## src/design/akf_pkg.sv

```systemverilog
// ----------------------------------------------------------------------------
// akf_pkg
// Types, constants, saturation helpers and the micro-op programs of the
// altitude Kalman filter core.
// ----------------------------------------------------------------------------
package akf_pkg;

  localparam int FRAC_BITS_DEF = 16;
  localparam int DATA_W        = 32;
  localparam int ACC_W         = 64;
  localparam int NOISE_W       = 31;
  localparam int PC_W          = 5;
  localparam int CFG_ADDR_W    = 2;
  localparam int DEN_W         = 33;

  localparam logic [CFG_ADDR_W-1:0] REG_PROC_NOISE = 2'd0;
  localparam logic [CFG_ADDR_W-1:0] REG_BARO_NOISE = 2'd1;
  localparam logic [NOISE_W-1:0]    NOISE_RESET    = 31'd65536;

  localparam logic [1:0] STATUS_OK   = 2'd0;
  localparam logic [1:0] STATUS_SAT  = 2'd1;
  localparam logic [1:0] STATUS_SKIP = 2'd2;

  localparam logic CMD_PREDICT = 1'b0;
  localparam logic CMD_UPDATE  = 1'b1;

  typedef struct packed {
    logic               cmd;
    logic signed [31:0] accel;
    logic [15:0]        step_time;
    logic signed [31:0] measured_alt;
  } akf_in_t;

  typedef struct packed {
    logic signed [31:0] altitude;
    logic signed [31:0] velocity;
    logic [1:0]         status;
  } akf_out_t;

  typedef enum logic [2:0] {
    OP_MUL, OP_ADD, OP_ADDS, OP_SUBS, OP_DIV, OP_CHK
  } op_t;

  typedef enum logic [4:0] {
    SEL_ALT, SEL_VEL, SEL_P00, SEL_P01, SEL_P10, SEL_P11,
    SEL_DT, SEL_D2, SEL_D3, SEL_D4, SEL_X, SEL_T, SEL_S, SEL_Y,
    SEL_K0, SEL_K1, SEL_ACC, SEL_MEAS, SEL_QN, SEL_BARO,
    SEL_HALF, SEL_QTR, SEL_NONE
  } sel_t;

  typedef struct packed {
    op_t  op;
    sel_t dst;
    sel_t a;
    sel_t b;
    logic last;
  } uop_t;

  typedef enum logic [2:0] {
    ST_IDLE, ST_RUN, ST_MULW, ST_DIVW, ST_DONE
  } st_t;

  function automatic logic signed [31:0] sat32(input logic signed [ACC_W-1:0] v);
    if (v > ACC_W'(64'sh7FFF_FFFF)) return 32'sh7FFF_FFFF;
    else if (v < -ACC_W'(64'sh8000_0000)) return 32'sh8000_0000;
    else return v[31:0];
  endfunction

  function automatic logic ovf32(input logic signed [ACC_W-1:0] v);
    return (v > ACC_W'(64'sh7FFF_FFFF)) || (v < -ACC_W'(64'sh8000_0000));
  endfunction

  function automatic uop_t mk(input op_t op, input sel_t dst, input sel_t a,
                              input sel_t b, input logic last);
    uop_t u;
    u.op = op; u.dst = dst; u.a = a; u.b = b; u.last = last;
    return u;
  endfunction

  // Predict: motion integration, then covariance terms from the old values.
  function automatic uop_t predict_uop(input logic [PC_W-1:0] pc);
    case (pc)
      5'd0:    return mk(OP_MUL,  SEL_D2,  SEL_DT,   SEL_DT,  1'b0);
      5'd1:    return mk(OP_MUL,  SEL_D3,  SEL_D2,   SEL_DT,  1'b0);
      5'd2:    return mk(OP_MUL,  SEL_D4,  SEL_D2,   SEL_D2,  1'b0);
      5'd3:    return mk(OP_MUL,  SEL_T,   SEL_ACC,  SEL_D2,  1'b0);
      5'd4:    return mk(OP_MUL,  SEL_T,   SEL_HALF, SEL_T,   1'b0);
      5'd5:    return mk(OP_MUL,  SEL_X,   SEL_VEL,  SEL_DT,  1'b0);
      5'd6:    return mk(OP_ADD,  SEL_X,   SEL_X,    SEL_T,   1'b0);
      5'd7:    return mk(OP_ADDS, SEL_ALT, SEL_ALT,  SEL_X,   1'b0);
      5'd8:    return mk(OP_MUL,  SEL_X,   SEL_ACC,  SEL_DT,  1'b0);
      5'd9:    return mk(OP_ADDS, SEL_VEL, SEL_VEL,  SEL_X,   1'b0);
      5'd10:   return mk(OP_ADD,  SEL_X,   SEL_P10,  SEL_P01, 1'b0);
      5'd11:   return mk(OP_MUL,  SEL_X,   SEL_DT,   SEL_X,   1'b0);
      5'd12:   return mk(OP_MUL,  SEL_T,   SEL_D2,   SEL_P11, 1'b0);
      5'd13:   return mk(OP_ADD,  SEL_X,   SEL_X,    SEL_T,   1'b0);
      5'd14:   return mk(OP_MUL,  SEL_T,   SEL_QTR,  SEL_D4,  1'b0);
      5'd15:   return mk(OP_MUL,  SEL_T,   SEL_T,    SEL_QN,  1'b0);
      5'd16:   return mk(OP_ADD,  SEL_X,   SEL_X,    SEL_T,   1'b0);
      5'd17:   return mk(OP_ADDS, SEL_P00, SEL_P00,  SEL_X,   1'b0);
      5'd18:   return mk(OP_MUL,  SEL_X,   SEL_DT,   SEL_P11, 1'b0);
      5'd19:   return mk(OP_MUL,  SEL_T,   SEL_HALF, SEL_D3,  1'b0);
      5'd20:   return mk(OP_MUL,  SEL_T,   SEL_T,    SEL_QN,  1'b0);
      5'd21:   return mk(OP_ADD,  SEL_X,   SEL_X,    SEL_T,   1'b0);
      5'd22:   return mk(OP_ADDS, SEL_P01, SEL_P01,  SEL_X,   1'b0);
      5'd23:   return mk(OP_MUL,  SEL_X,   SEL_DT,   SEL_P11, 1'b0);
      5'd24:   return mk(OP_ADD,  SEL_X,   SEL_X,    SEL_T,   1'b0);
      5'd25:   return mk(OP_ADDS, SEL_P10, SEL_P10,  SEL_X,   1'b0);
      5'd26:   return mk(OP_MUL,  SEL_X,   SEL_D2,   SEL_QN,  1'b0);
      5'd27:   return mk(OP_ADDS, SEL_P11, SEL_P11,  SEL_X,   1'b1);
      default: return mk(OP_ADD,  SEL_NONE, SEL_NONE, SEL_NONE, 1'b1);
    endcase
  endfunction

  // Update: gains first, then state, then covariance in an order that keeps
  // every old term alive until its last use.
  function automatic uop_t update_uop(input logic [PC_W-1:0] pc);
    case (pc)
      5'd0:    return mk(OP_ADD,  SEL_S,   SEL_P00,  SEL_BARO, 1'b0);
      5'd1:    return mk(OP_CHK,  SEL_NONE, SEL_S,   SEL_NONE, 1'b0);
      5'd2:    return mk(OP_SUBS, SEL_Y,   SEL_MEAS, SEL_ALT, 1'b0);
      5'd3:    return mk(OP_DIV,  SEL_K0,  SEL_P00,  SEL_S,   1'b0);
      5'd4:    return mk(OP_DIV,  SEL_K1,  SEL_P10,  SEL_S,   1'b0);
      5'd5:    return mk(OP_MUL,  SEL_X,   SEL_K0,   SEL_Y,   1'b0);
      5'd6:    return mk(OP_ADDS, SEL_ALT, SEL_ALT,  SEL_X,   1'b0);
      5'd7:    return mk(OP_MUL,  SEL_X,   SEL_K1,   SEL_Y,   1'b0);
      5'd8:    return mk(OP_ADDS, SEL_VEL, SEL_VEL,  SEL_X,   1'b0);
      5'd9:    return mk(OP_MUL,  SEL_X,   SEL_K1,   SEL_P00, 1'b0);
      5'd10:   return mk(OP_SUBS, SEL_P10, SEL_P10,  SEL_X,   1'b0);
      5'd11:   return mk(OP_MUL,  SEL_X,   SEL_K1,   SEL_P01, 1'b0);
      5'd12:   return mk(OP_SUBS, SEL_P11, SEL_P11,  SEL_X,   1'b0);
      5'd13:   return mk(OP_MUL,  SEL_X,   SEL_K0,   SEL_P00, 1'b0);
      5'd14:   return mk(OP_SUBS, SEL_P00, SEL_P00,  SEL_X,   1'b0);
      5'd15:   return mk(OP_MUL,  SEL_X,   SEL_K0,   SEL_P01, 1'b0);
      5'd16:   return mk(OP_SUBS, SEL_P01, SEL_P01,  SEL_X,   1'b1);
      default: return mk(OP_ADD,  SEL_NONE, SEL_NONE, SEL_NONE, 1'b1);
    endcase
  endfunction

endpackage

```

## src/design/akf_div.sv

```systemverilog
// ----------------------------------------------------------------------------
// akf_div
// Restoring divider, one quotient bit a cycle: (num * 2^FracBits) / den,
// truncated toward zero and saturated to 32 bits. den is positive.
// ----------------------------------------------------------------------------
module akf_div #(
  parameter int FracBits = akf_pkg::FRAC_BITS_DEF
) (
  input  logic                          clk,
  input  logic                          rst_n,
  input  logic                          start,
  input  logic signed [31:0]            num,
  input  logic [akf_pkg::DEN_W-1:0]     den,
  output logic                          done,
  output logic signed [31:0]            quot,
  output logic                          sat
);
  import akf_pkg::*;

  localparam int NumW = 32 + FracBits;
  localparam int CntW = $clog2(NumW + 1);

  logic              busy_r;
  logic              done_r;
  logic [CntW-1:0]   cnt_r;
  logic [DEN_W-1:0]  rem_r;
  logic [DEN_W-1:0]  den_r;
  logic [NumW-1:0]   numer_r;
  logic              neg_r;
  logic [DEN_W:0]    rem_sh;
  logic [DEN_W:0]    rem_dif;
  logic              qbit;
  logic [31:0]       mag_in;
  logic              hi_pos;
  logic              hi_neg;

  assign mag_in  = num[31] ? 32'(-num) : 32'(num);
  assign rem_sh  = {rem_r, numer_r[NumW-1]};
  assign rem_dif = rem_sh - {1'b0, den_r};
  assign qbit    = rem_sh >= {1'b0, den_r};

  always_ff @(posedge clk) begin
    if (!rst_n) begin
      busy_r <= 1'b0;
      done_r <= 1'b0;
      cnt_r  <= '0;
    end else begin
      done_r <= busy_r && (cnt_r == CntW'(1));
      if (start) begin
        busy_r <= 1'b1;
        cnt_r  <= CntW'(NumW);
      end else if (busy_r) begin
        cnt_r <= cnt_r - CntW'(1);
        if (cnt_r == CntW'(1)) busy_r <= 1'b0;
      end
    end
  end

  always_ff @(posedge clk) begin
    if (start) begin
      numer_r <= NumW'(mag_in) << FracBits;
      rem_r   <= '0;
      den_r   <= den;
      neg_r   <= num[31];
    end else if (busy_r) begin
      numer_r <= {numer_r[NumW-2:0], qbit};
      rem_r   <= qbit ? rem_dif[DEN_W-1:0] : rem_sh[DEN_W-1:0];
    end
  end

  // Clamp the magnitude to the signed 32-bit range.
  assign hi_pos = |numer_r[NumW-1:31];
  assign hi_neg = (|numer_r[NumW-1:32]) || (numer_r[31] && (|numer_r[30:0]));

  always_comb begin
    if (neg_r) begin
      sat  = hi_neg;
      quot = hi_neg ? 32'sh8000_0000 : 32'(-numer_r[31:0]);
    end else begin
      sat  = hi_pos;
      quot = hi_pos ? 32'sh7FFF_FFFF : $signed(numer_r[31:0]);
    end
  end

  assign done = done_r;

endmodule

```

## config.mk

```make
export PLATFORM = sky130hd
export DESIGN_NAME = akf_div
export DESIGN_NICKNAME = d
export VERILOG_FILES = /design/src/design/akf_pkg.sv /design/src/design/akf_div.sv
export SDC_FILE = /design/constraint.sdc
export NUM_CORES = 1
export LEC_CHECK = 0
export ABC_AREA = 0
export BUFFER_PORTS_ARGS = -buffer_cell sky130_fd_sc_hd__buf_2
export CELL_PAD_IN_SITES_DETAIL_PLACEMENT = 0
export CELL_PAD_IN_SITES_GLOBAL_PLACEMENT = 1
export CORE_ASPECT_RATIO = 0.5
export CORE_UTILIZATION = 27
export DETAILED_ROUTE_END_ITERATION = 16
export PLACE_DENSITY_LB_ADDON = 0.1
export SYNTH_ARGS = -nofsm -noshare
export SYNTH_HDL_FRONTEND = slang
export SYNTH_SLANG_ARGS = --single-unit
```

## constraint.sdc

```tcl
create_clock -name clk -period 4.24 [get_ports clk]
set_input_delay 0 -clock clk [delete_from_list [all_inputs] [get_ports clk]]
set_output_delay 0 -clock clk [all_outputs]
set_load 0.02 [all_outputs]
```

==> run metrics, run 1 <==
CTS tree done; die width between 200 and 250 microns; Post-Synthesis Cells between 900 and 1000; syn nets 1046; predominant post-synthesis flop cell edfxtp_1; drt first pass iters 4; n_diodes 0; clk buf depth 2; top post-synthesis cells by count 93 x nand2_1, 87 x nor2_1, 66 x edfxtp_1; CTS sink cnt 123; CP max FO 20; Post-synth EDFFs 66; CTS buffer count 17; row count 44; crit end category output port; fmax between 0.2 and 0.3 GHz; Data arrival, critical path 3.56 ns; fin area between 10000 and 15000 sq um; Least-Margin Pin Slew 0.842 ns; minimum clock period roughly 3.6 ns; Via density 5.03; Vias 7339; Syn Std Cell Area 8300 sq um; total track usage approximately 16%; count leader, synth nand2_1; I/O pin total 102; clock latency on the worst-skew pair 0.44 ns; ys async rst share 0%; CP peak stage delay 0.59 ns; htree depth 4; initial antenna violation count 0; DIE AREA about 31000 sq um; Detailed Place HPWL 17500 microns; Max Cap Viol 0; Starting Density between 20 and 30%; initial DRC count around 430; final setup vio count 0; Yosys cell types 69; CTS resizes 0; Core Footprint 29600 sq um; Relative slew margins 43.3%; P&R area growth vs syn 22.6%; reg-to-reg slack, setup 0.95 ns; crit start category flip-flop; setup tns final 0 ns; outcome finished clean; sequential area share after synthesis 37.6%; routability cong. 0.788; Final Hold Viols 0; worst-path cell chain or4_4, nor3_2, nand4_2, o31ai_1, nand2b_1, o41ai_1, nand2_1, o311ai_1, buf_2; port bufs just over 100; Avg WL per Cell about 17 microns; Yosys top cell area share 23.9%; CP max stage cell or4_4; synth warn 0; clock skew 0.00784 ns; dpl cell area ~9000 sq um; ANT nets after route 0; Crit Path Class flip-flop to output port; Chip Height 126 microns; Yosys top cell by area edfxtp_1; first-pass GRT wire length 40000 microns; vias in the first global route between 7000 and 8000; PD cells 366 nW/um^2; Slew Limit Fails 0; DRC viols 0; HP Class input port to flip-flop; #FFs+latches synth 123; synthesized area per cell 8.82 sq um; largest net degree at the start of global routing 49; worst path required time 4.24 ns; gr ovfl total 0; leakage power between 0.004 and 0.005 uW; share of layout cells above drive strength 1 between 10% and 20%; Post-layout nets 1161; Clock Tree Root clkbuf_16; setup bufs post-CTS 0; Final period util 83.9%; clock slew at the register clock pins of the worst setup and hold paths 0.05 ns; RSZ-0062 raised after global routing false; Max IR drop VDD 0.305 mV; drt total wl 24400 microns; ranking of synthesized cells by area edfxtp_1 24%, dfxtp_1 14%, ha_1 5.6%
-- repair_timing --
action                                  CTS  global route
hold endpoints to repair                 46             0
hold buffers                             39             0
endpoints found under the setup margin    0             0
-- per-stage QoR --
stage	hold slack, ns	total power [uW]	setup slack, ns	util, %	cells
final	0.0256	3720	0.682	34.3	1459
after CTS	0.00189	3780	0.628	34.3	1459
after global placement	0.176	2140	0.989	30.9	1388
after global routing	0.0167	3920	0.367	34.3	1459
after detailed placement	0.178	2140	0.938	30.9	1388
after floorplan	0.0989	1900	1.31	-	940
-- cells by family (layout without fill, tap and decap cells) --
logic type                 count (synthesis)  after routing  share of synthesized area (%)
muxes                                     33             33                           3.98
adders and majority gates                 38             38                           5.82
DFF                                      123            123                           37.6
xor gates and xnor gates                  66             66                           6.97
and+or+nand+nor                          304            304                           18.0
buffers and inverters                    104            232                           4.98
AOI/OAI and AO/OA                        272            272                           22.6
-- cell usage in the layout, fill, tap and decap left out, drive strengths merged, types with 23 or more instances in the layout --
master	n
dfxtp	57
mux2i	33
nand2	94
a21oi	46
dlygate4sd3	39
buf	112
a211oi	24
edfxtp	66
o31ai	23
a22o	30
nor3	23
inv	49
xnor2	44
ha	37
o21ai	56
nor2	88
-- where the power goes --
group / switching (uW) / internal [uW] / leakage [uW]
registers: 76.1 / 1350 / 0.00113
logic: 413 / 295 / 0.00257
clock network: 552 / 1030 / 0.000306
total: 1040 / 2680 / 0.00401
-- path summary, 6_finish.rpt --
check / depth (start not counted) / start / end
worst max-delay path: 9 / numer_r[15] / quot[27]
worst min-delay path: 3 / num[30] / numer_r[46]
worst max register to register: 13 / numer_r[47] / rem_r[18]
worst min register to register: 2 / rem_r[16] / rem_r[16]
-- registers in the layout, indices dropped and copies added (netlist names) --
register,cells
neg_r,1
busy_r,1
numer_r,48
den_r,33
rem_r,33
cnt_r,6
done,1
-- critical path: cells and delay by family, from the launching register on --
kind / cells / cell delay (ns)
AOI/OAI and AO/OA: 3 / 0.94
buffers and inverters: 1 / 0.22
DFF: 1 / 0.37
and+or+nand+nor: 5 / 1.58
-- layout make-up --
cell class	count	area, sq um
Multi-Input combinational cell	713	4760
Timing Repair Buffer	151	981
Clock buffer	18	429
Clock inverter	14	201
Inverter	49	184
Tap cell	391	489
Fill cell	3102	19400
Sequential cell	123	3120
-- layer usage --
| layer | GRT usage, % | vias to the layer above | routed length [microns] |
|---|---|---|---|
| met5 | 0 | - | 0 |
| met4 | 4.58 | 0 | 363 |
| met3 | 3.80 | 25 | 713 |
| met2 | 25.7 | 90 | 11100 |
| met1 | 21.8 | 3515 | 12300 |
| li1 | - | 3709 | - |
Note: power is estimated with default switching activity, not from simulation.
==> run 2, diff against run 1 <==
Clock period 4.24 ns to 3.2 ns, I/O delays scaled along.
==> run 2 against run 1 <==
  * Combinational power is 44% higher
  * Clock skew is 0.00090 ns higher
  * Non-clock buffer count is 41 higher
  * Hold slack worse by 0.012 ns
  * Final area is 6.8% higher
==> run metrics, run 2 (synthesis results as in run 1) <==
HP Class input port to flip-flop; largest net degree at the start of global routing 45 (-8.2%); clock network power share 42.4% (-0.2 points); die width 250 microns (unchanged); Clock Tree Root clkbuf_16; biggest regs numer_r (48), den_r (33), rem_r (33); n_diodes 0 (unchanged); Data arrival, critical path 3.19 ns (-0.37 ns); Max Cap Viol 0 (unchanged); Crit Path Class flip-flop to output port; Starting Density 28.0% (unchanged); Least-Margin Pin Slew 0.971 ns (+0.129 ns); worst path required time 3.20 ns (-1.04 ns); vias in the first global route 7548 (+2.9%); Core Footprint 29600 sq um (unchanged); max reg flops 48 (unchanged); htree depth 4 (unchanged); CTS tree done; ANT nets after route 0 (unchanged); total track usage 16.2% (+0.017 points); drt first pass iters 4 (unchanged); leakage power 0.00425 uW (+6.0%); minimum clock period between 3 and 4 ns; Logic pwr share 20.2% (+1.2 points); gr ovfl total 0 (unchanged); dpl ws 0.0564 ns (-0.881 ns); Vias 7545 (+2.8%); I/O pin total 102 (unchanged); Final Hold Viols 0 (unchanged); leading cell type in the layout, fill and taps excluded buf_2; final cell count without fillers 1500 (+2.8%); reg-to-reg slack, setup 0.15 ns (-0.80 ns); port bufs 101 (unchanged); initial DRC count 407 (-4.5%); outcome finished clean; most frequent cells in the layout 95 x buf_2, 92 x nand2_1, 86 x nor2_1; crit path to quot[31]; clock slew at the register clock pins of the worst setup and hold paths 0.06 ns (about the same); P&R area growth vs syn 30.9%; Detailed Place HPWL 17800 microns (+1.7%); Final period util 99.8%; RSZ-0062 raised after global routing true; CTS sink cnt 123 (unchanged); R2R depth 11 (-2); sw power 1440 uW (+38%); crit start category flip-flop; share of layout cells above drive strength 1 20.8% (+6.3 points); Relative slew margins 35.2% (-8.1 points); Chip Height 126 microns (unchanged); CP max FO 5 (-75%); routability cong. 0.803 (+1.9%); Max IR drop VDD 0.381 mV (+25%); Via density 5.03 (about the same); fmax around 0.31 GHz; DRC viols 0 (unchanged); Worst R2R Start den_r[11]; Setup crit start numer_r[17]; first-pass GRT wire length 40400 microns (+0.95%); Slew Limit Fails 0 (unchanged); placed cells 1406 (+1.3%); switch share 28.3% (+0.34 points); Top reg by flops numer_r; R2R Path End rem_r[4]; CTS buffer count 17 (unchanged); setup tns final 0 ns (unchanged); fill count 3042 (-1.9%); sequential share of power 37.4% (-1.0 points); DIE AREA 31500 sq um (unchanged); crit end category output port; clk buf depth 2 (unchanged); hold_ws 0.0136 ns (-0.0120 ns); PD cells 467 nW/um^2 (+28%); initial antenna violation count 0 (unchanged); clock latency on the worst-skew pair 0.44 ns (about the same); Internal Power 3640 uW (+36%); drt total wl 25300 microns (+3.6%); Post-layout nets 1202 (+3.5%); Avg WL per Cell 16.9 microns (+0.81%); final setup vio count 0 (unchanged); clock skew 0.00875 ns (+0.000903 ns); row count 44 (unchanged); setup ws final 0.00571 ns (-0.676 ns)
## run 2: power by group through the flow
stage | sequential [uW] | clock (uW) | combinational [uW]
after detailed placement | 1920 | 0 | 927
after global placement | 1920 | 0 | 931
after global routing | 1920 | 2270 | 1130
after CTS | 1890 | 2210 | 985
after floorplan | 1870 | 0 | 649
final | 1900 | 2150 | 1020
## run 2: per-layer routing
metal	up-vias	wire (microns)	global-route usage [%]
met5	-	0	0
met4	0	265	4.10
met3	21	671	3.74
met2	70	11600	26.4
met1	3657	12700	21.5
li1	3797	-	-
## run 2: worst min path at each step
| stage | start | endpoint | cells past startpoint |
|---|---|---|---|
| after floorplan | den[0] | den_r[0] | 0 |
| after global placement | den[6] | den_r[6] | 1 |
| after detailed placement | den[15] | den_r[15] | 1 |
| after CTS | num[28] | numer_r[44] | 3 |
| after global routing | num[26] | numer_r[42] | 3 |
| final | num[26] | numer_r[42] | 3 |
## run 2: worst max-delay path: stages, from the launching register on
cell and delay (ns):
edfxtp_1 0.44, or4_4 0.55, or3_4 0.35, or3_4 0.41
or3_4 0.37, nor2_2 0.09, a21oi_1 0.05, o41a_1 0.33
buf_2 0.17
## run 2: what timing repair did
action                     4_1_cts  5_1_grt
gates cloned                     0        3
resized for setup               12       53
hold buffers                    47        0
setup buffers                    2       10
setup endpoints to repair       14       58
hold endpoints to repair        54        0
pin swaps                        1       27
## run 2: layout make-up
cell class              instances  area [sq um]  area share, %
multi-input cells             713          5030           46.3
flip-flops and latches        123          3130           28.8
repair buffers                192          1390           12.8
well taps                     391           489           4.50
clock buffers                  20           447           4.11
clock inverters                12           195           1.80
inverters                      49           184           1.69
## run 2: per-stage QoR
stage,power (uW),utilization [%],area [sq um]
final,5070,36.7,10900
after global routing,5320,36.7,10900
after CTS,5090,35.4,10500
after detailed placement,2850,31.4,9300
after global placement,2850,31.4,9300
after floorplan,2520,-,8300
==> run 3, diff against run 2 <==
Settings changed: RECOVER_POWER from default to 50.
==> run 3 against run 2 <==
  * Cell count stayed put
  * Register-to-register slack hardly changed
  * Sequential cell count unchanged
  * Sequential share of layout area is essentially flat
==> run metrics, run 3 (synthesis results as in run 1) <==
DIE AREA 31500 sq um (unchanged); Starting Density 28.0% (unchanged); Logic pwr share 20.2% (about the same); RSZ-0062 raised after global routing true; fmax 0.313 GHz (about the same); max reg flops 48 (unchanged); placed cells 1406 (unchanged); leakage power 0.00423 uW (-0.45%); initial DRC count 408 (+0.25%); P&R area growth vs syn 30.7%; Crit Path Class flip-flop to output port; clock slew at the register clock pins of the worst setup and hold paths 0.06 ns (about the same); DRC viols 0 (unchanged); most frequent cells in the layout 92 x nand2_1, 92 x buf_2, 86 x nor2_1; most used routing layer met2; n_diodes 0 (unchanged); Via density 5.04 (+0.13%); HP Class input port to flip-flop; CP bufs+invs 1 (unchanged); clock network power share 42.3% (about the same); htree depth 4 (unchanged); final setup vio count 0 (unchanged); switch share 28.3% (-0.057 points); Sequential cell area 3120 sq um (about the same); biggest regs numer_r (48), den_r (33), rem_r (33); sequential share of power 37.5% (about the same); clock skew 0.00874 ns (-0.000000910 ns); total track usage 16.2% (unchanged); initial antenna violation count 0 (unchanged); sw power 1430 uW (-0.29%); port bufs 101 (unchanged); Max IR drop VDD 0.380 mV (-0.40%); dpl ws 0.0564 ns (unchanged); grt met1 use 21.5% (unchanged); reg-to-reg slack, setup 0.14 ns (about the same); area taken by multi-input logic gates 5030 sq um (about the same); largest net degree at the start of global routing 45 (unchanged); gr ovfl total 0 (unchanged); crit end category output port; CTS buffer count 17 (unchanged); Clock Tree Root clkbuf_16; CTS sink cnt 123 (unchanged); Avg WL per Cell 16.8 microns (-0.15%); I/O pin total 102 (unchanged); CP max stage cell or4_4; Core Footprint 29600 sq um (unchanged); drt first pass iters 5 (+1); Slew Limit Fails 0 (unchanged); share of layout cells above drive strength 1 20.2% (-0.63 points); drt total wl 25300 microns (-0.15%); PD cells 467 nW/um^2 (about the same); fill count 3046 (+0.13%); Detailed Place HPWL 17800 microns (unchanged); setup ws final 0.00866 ns (+0.00295 ns); clk buf depth 2 (unchanged); CP max FO 5 (unchanged); worst path required time 3.20 ns (about the same); clock latency on the worst-skew pair 0.44 ns (about the same); Final period util 99.7% (about the same); CTS tree done; vias in the first global route 7548 (unchanged); Max Cap Viol 0 (unchanged); grt met3 use 3.74% (unchanged); final cell count without fillers 1500 (unchanged); CP peak stage delay 0.55 ns (about the same); Post-layout nets 1202 (unchanged); minimum clock period 3.19 ns (-0.00295 ns); Internal Power 3630 uW (about the same); crit start category flip-flop; ANT nets after route 0 (unchanged); Top reg by flops numer_r; Final Hold Viols 0 (unchanged); delay-heaviest family, CP simple AND/OR/NAND/NOR gates; worst-path cell chain or4_4, or3_4, or3_4, or3_4, nor2_2, a21oi_1, o41a_1, buf_2; first-pass GRT wire length 40400 microns (unchanged); die width 250 microns (unchanged); Relative slew margins 10.4% (-25 points); routability cong. 0.803 (unchanged); Data arrival, critical path 3.19 ns (about the same); Chip Height 126 microns (unchanged); GR Util met2 26.4% (unchanged); outcome finished clean; Vias 7555 (+0.13%); Least-Margin Pin Slew 1.34 ns (+0.373 ns); row count 44 (unchanged); Most common cell on crit path or3_4
[run 3: per-layer routing]
layer,part of all wire [%],vias to the layer above
li1,-,3800
met1,50,3662
met2,46,72
met3,2.8,21
met4,1.0,0
met5,0,-
[run 3: final cells by class]
type                    instances  area share (%)
multi-input cells             713            46.4
flip-flops and latches        123            28.8
repair buffers                192            12.7
well taps                     391            4.51
clock buffers                  20            4.12
clock inverters                12            1.80
inverters                      49            1.70
[run 3: path summary, 6_finish.rpt]
path	cells after the start	to	startpoint
worst max-delay path	8	quot[31]	numer_r[17]
worst min-delay path	3	numer_r[42]	num[26]
worst max register to register	11	rem_r[4]	den_r[11]
worst min register to register	2	rem_r[2]	rem_r[2]
[run 3: stage by stage]
| stage | util [%] | hold slack, ns | instance area, sq um | TNS (ns) | total power [uW] |
|---|---|---|---|---|---|
| after floorplan | - | 0.0989 | 8300 | 0 | 2520 |
| after global placement | 31.4 | 0.176 | 9300 | 0 | 2850 |
| after detailed placement | 31.4 | 0.178 | 9300 | 0 | 2850 |
| after CTS | 35.4 | 0.00129 | 10500 | -0.366 | 5090 |
| after global routing | 36.6 | 0.00674 | 10800 | -1.43 | 5320 |
| final | 36.6 | 0.0181 | 10800 | 0 | 5070 |
[run 3: timing repair]
action	CTS	global route
resized for setup	12	53
cloned	0	3
setup endpoints to repair	14	58
pin swaps	1	27
setup buffers	2	10
hold endpoints to repair	54	0
hold buffers	47	0
[run 3: worst min-delay path: cells and delay by family]
family	cells	cell delay (ns)
xor gates and xnor gates	1	0.13
AOI/OAI and AO/OA	1	0.12
buffers and inverters	1	0.10
[run 3: power groups by stage]
stage               clock network, uW  logic [uW]  registers (uW)
global route                     2270        1130            1920
floorplan                           0         649            1870
global placement                    0         931            1920
CTS                              2210         985            1890
finish                           2140        1020            1900
detailed placement                  0         927            1920
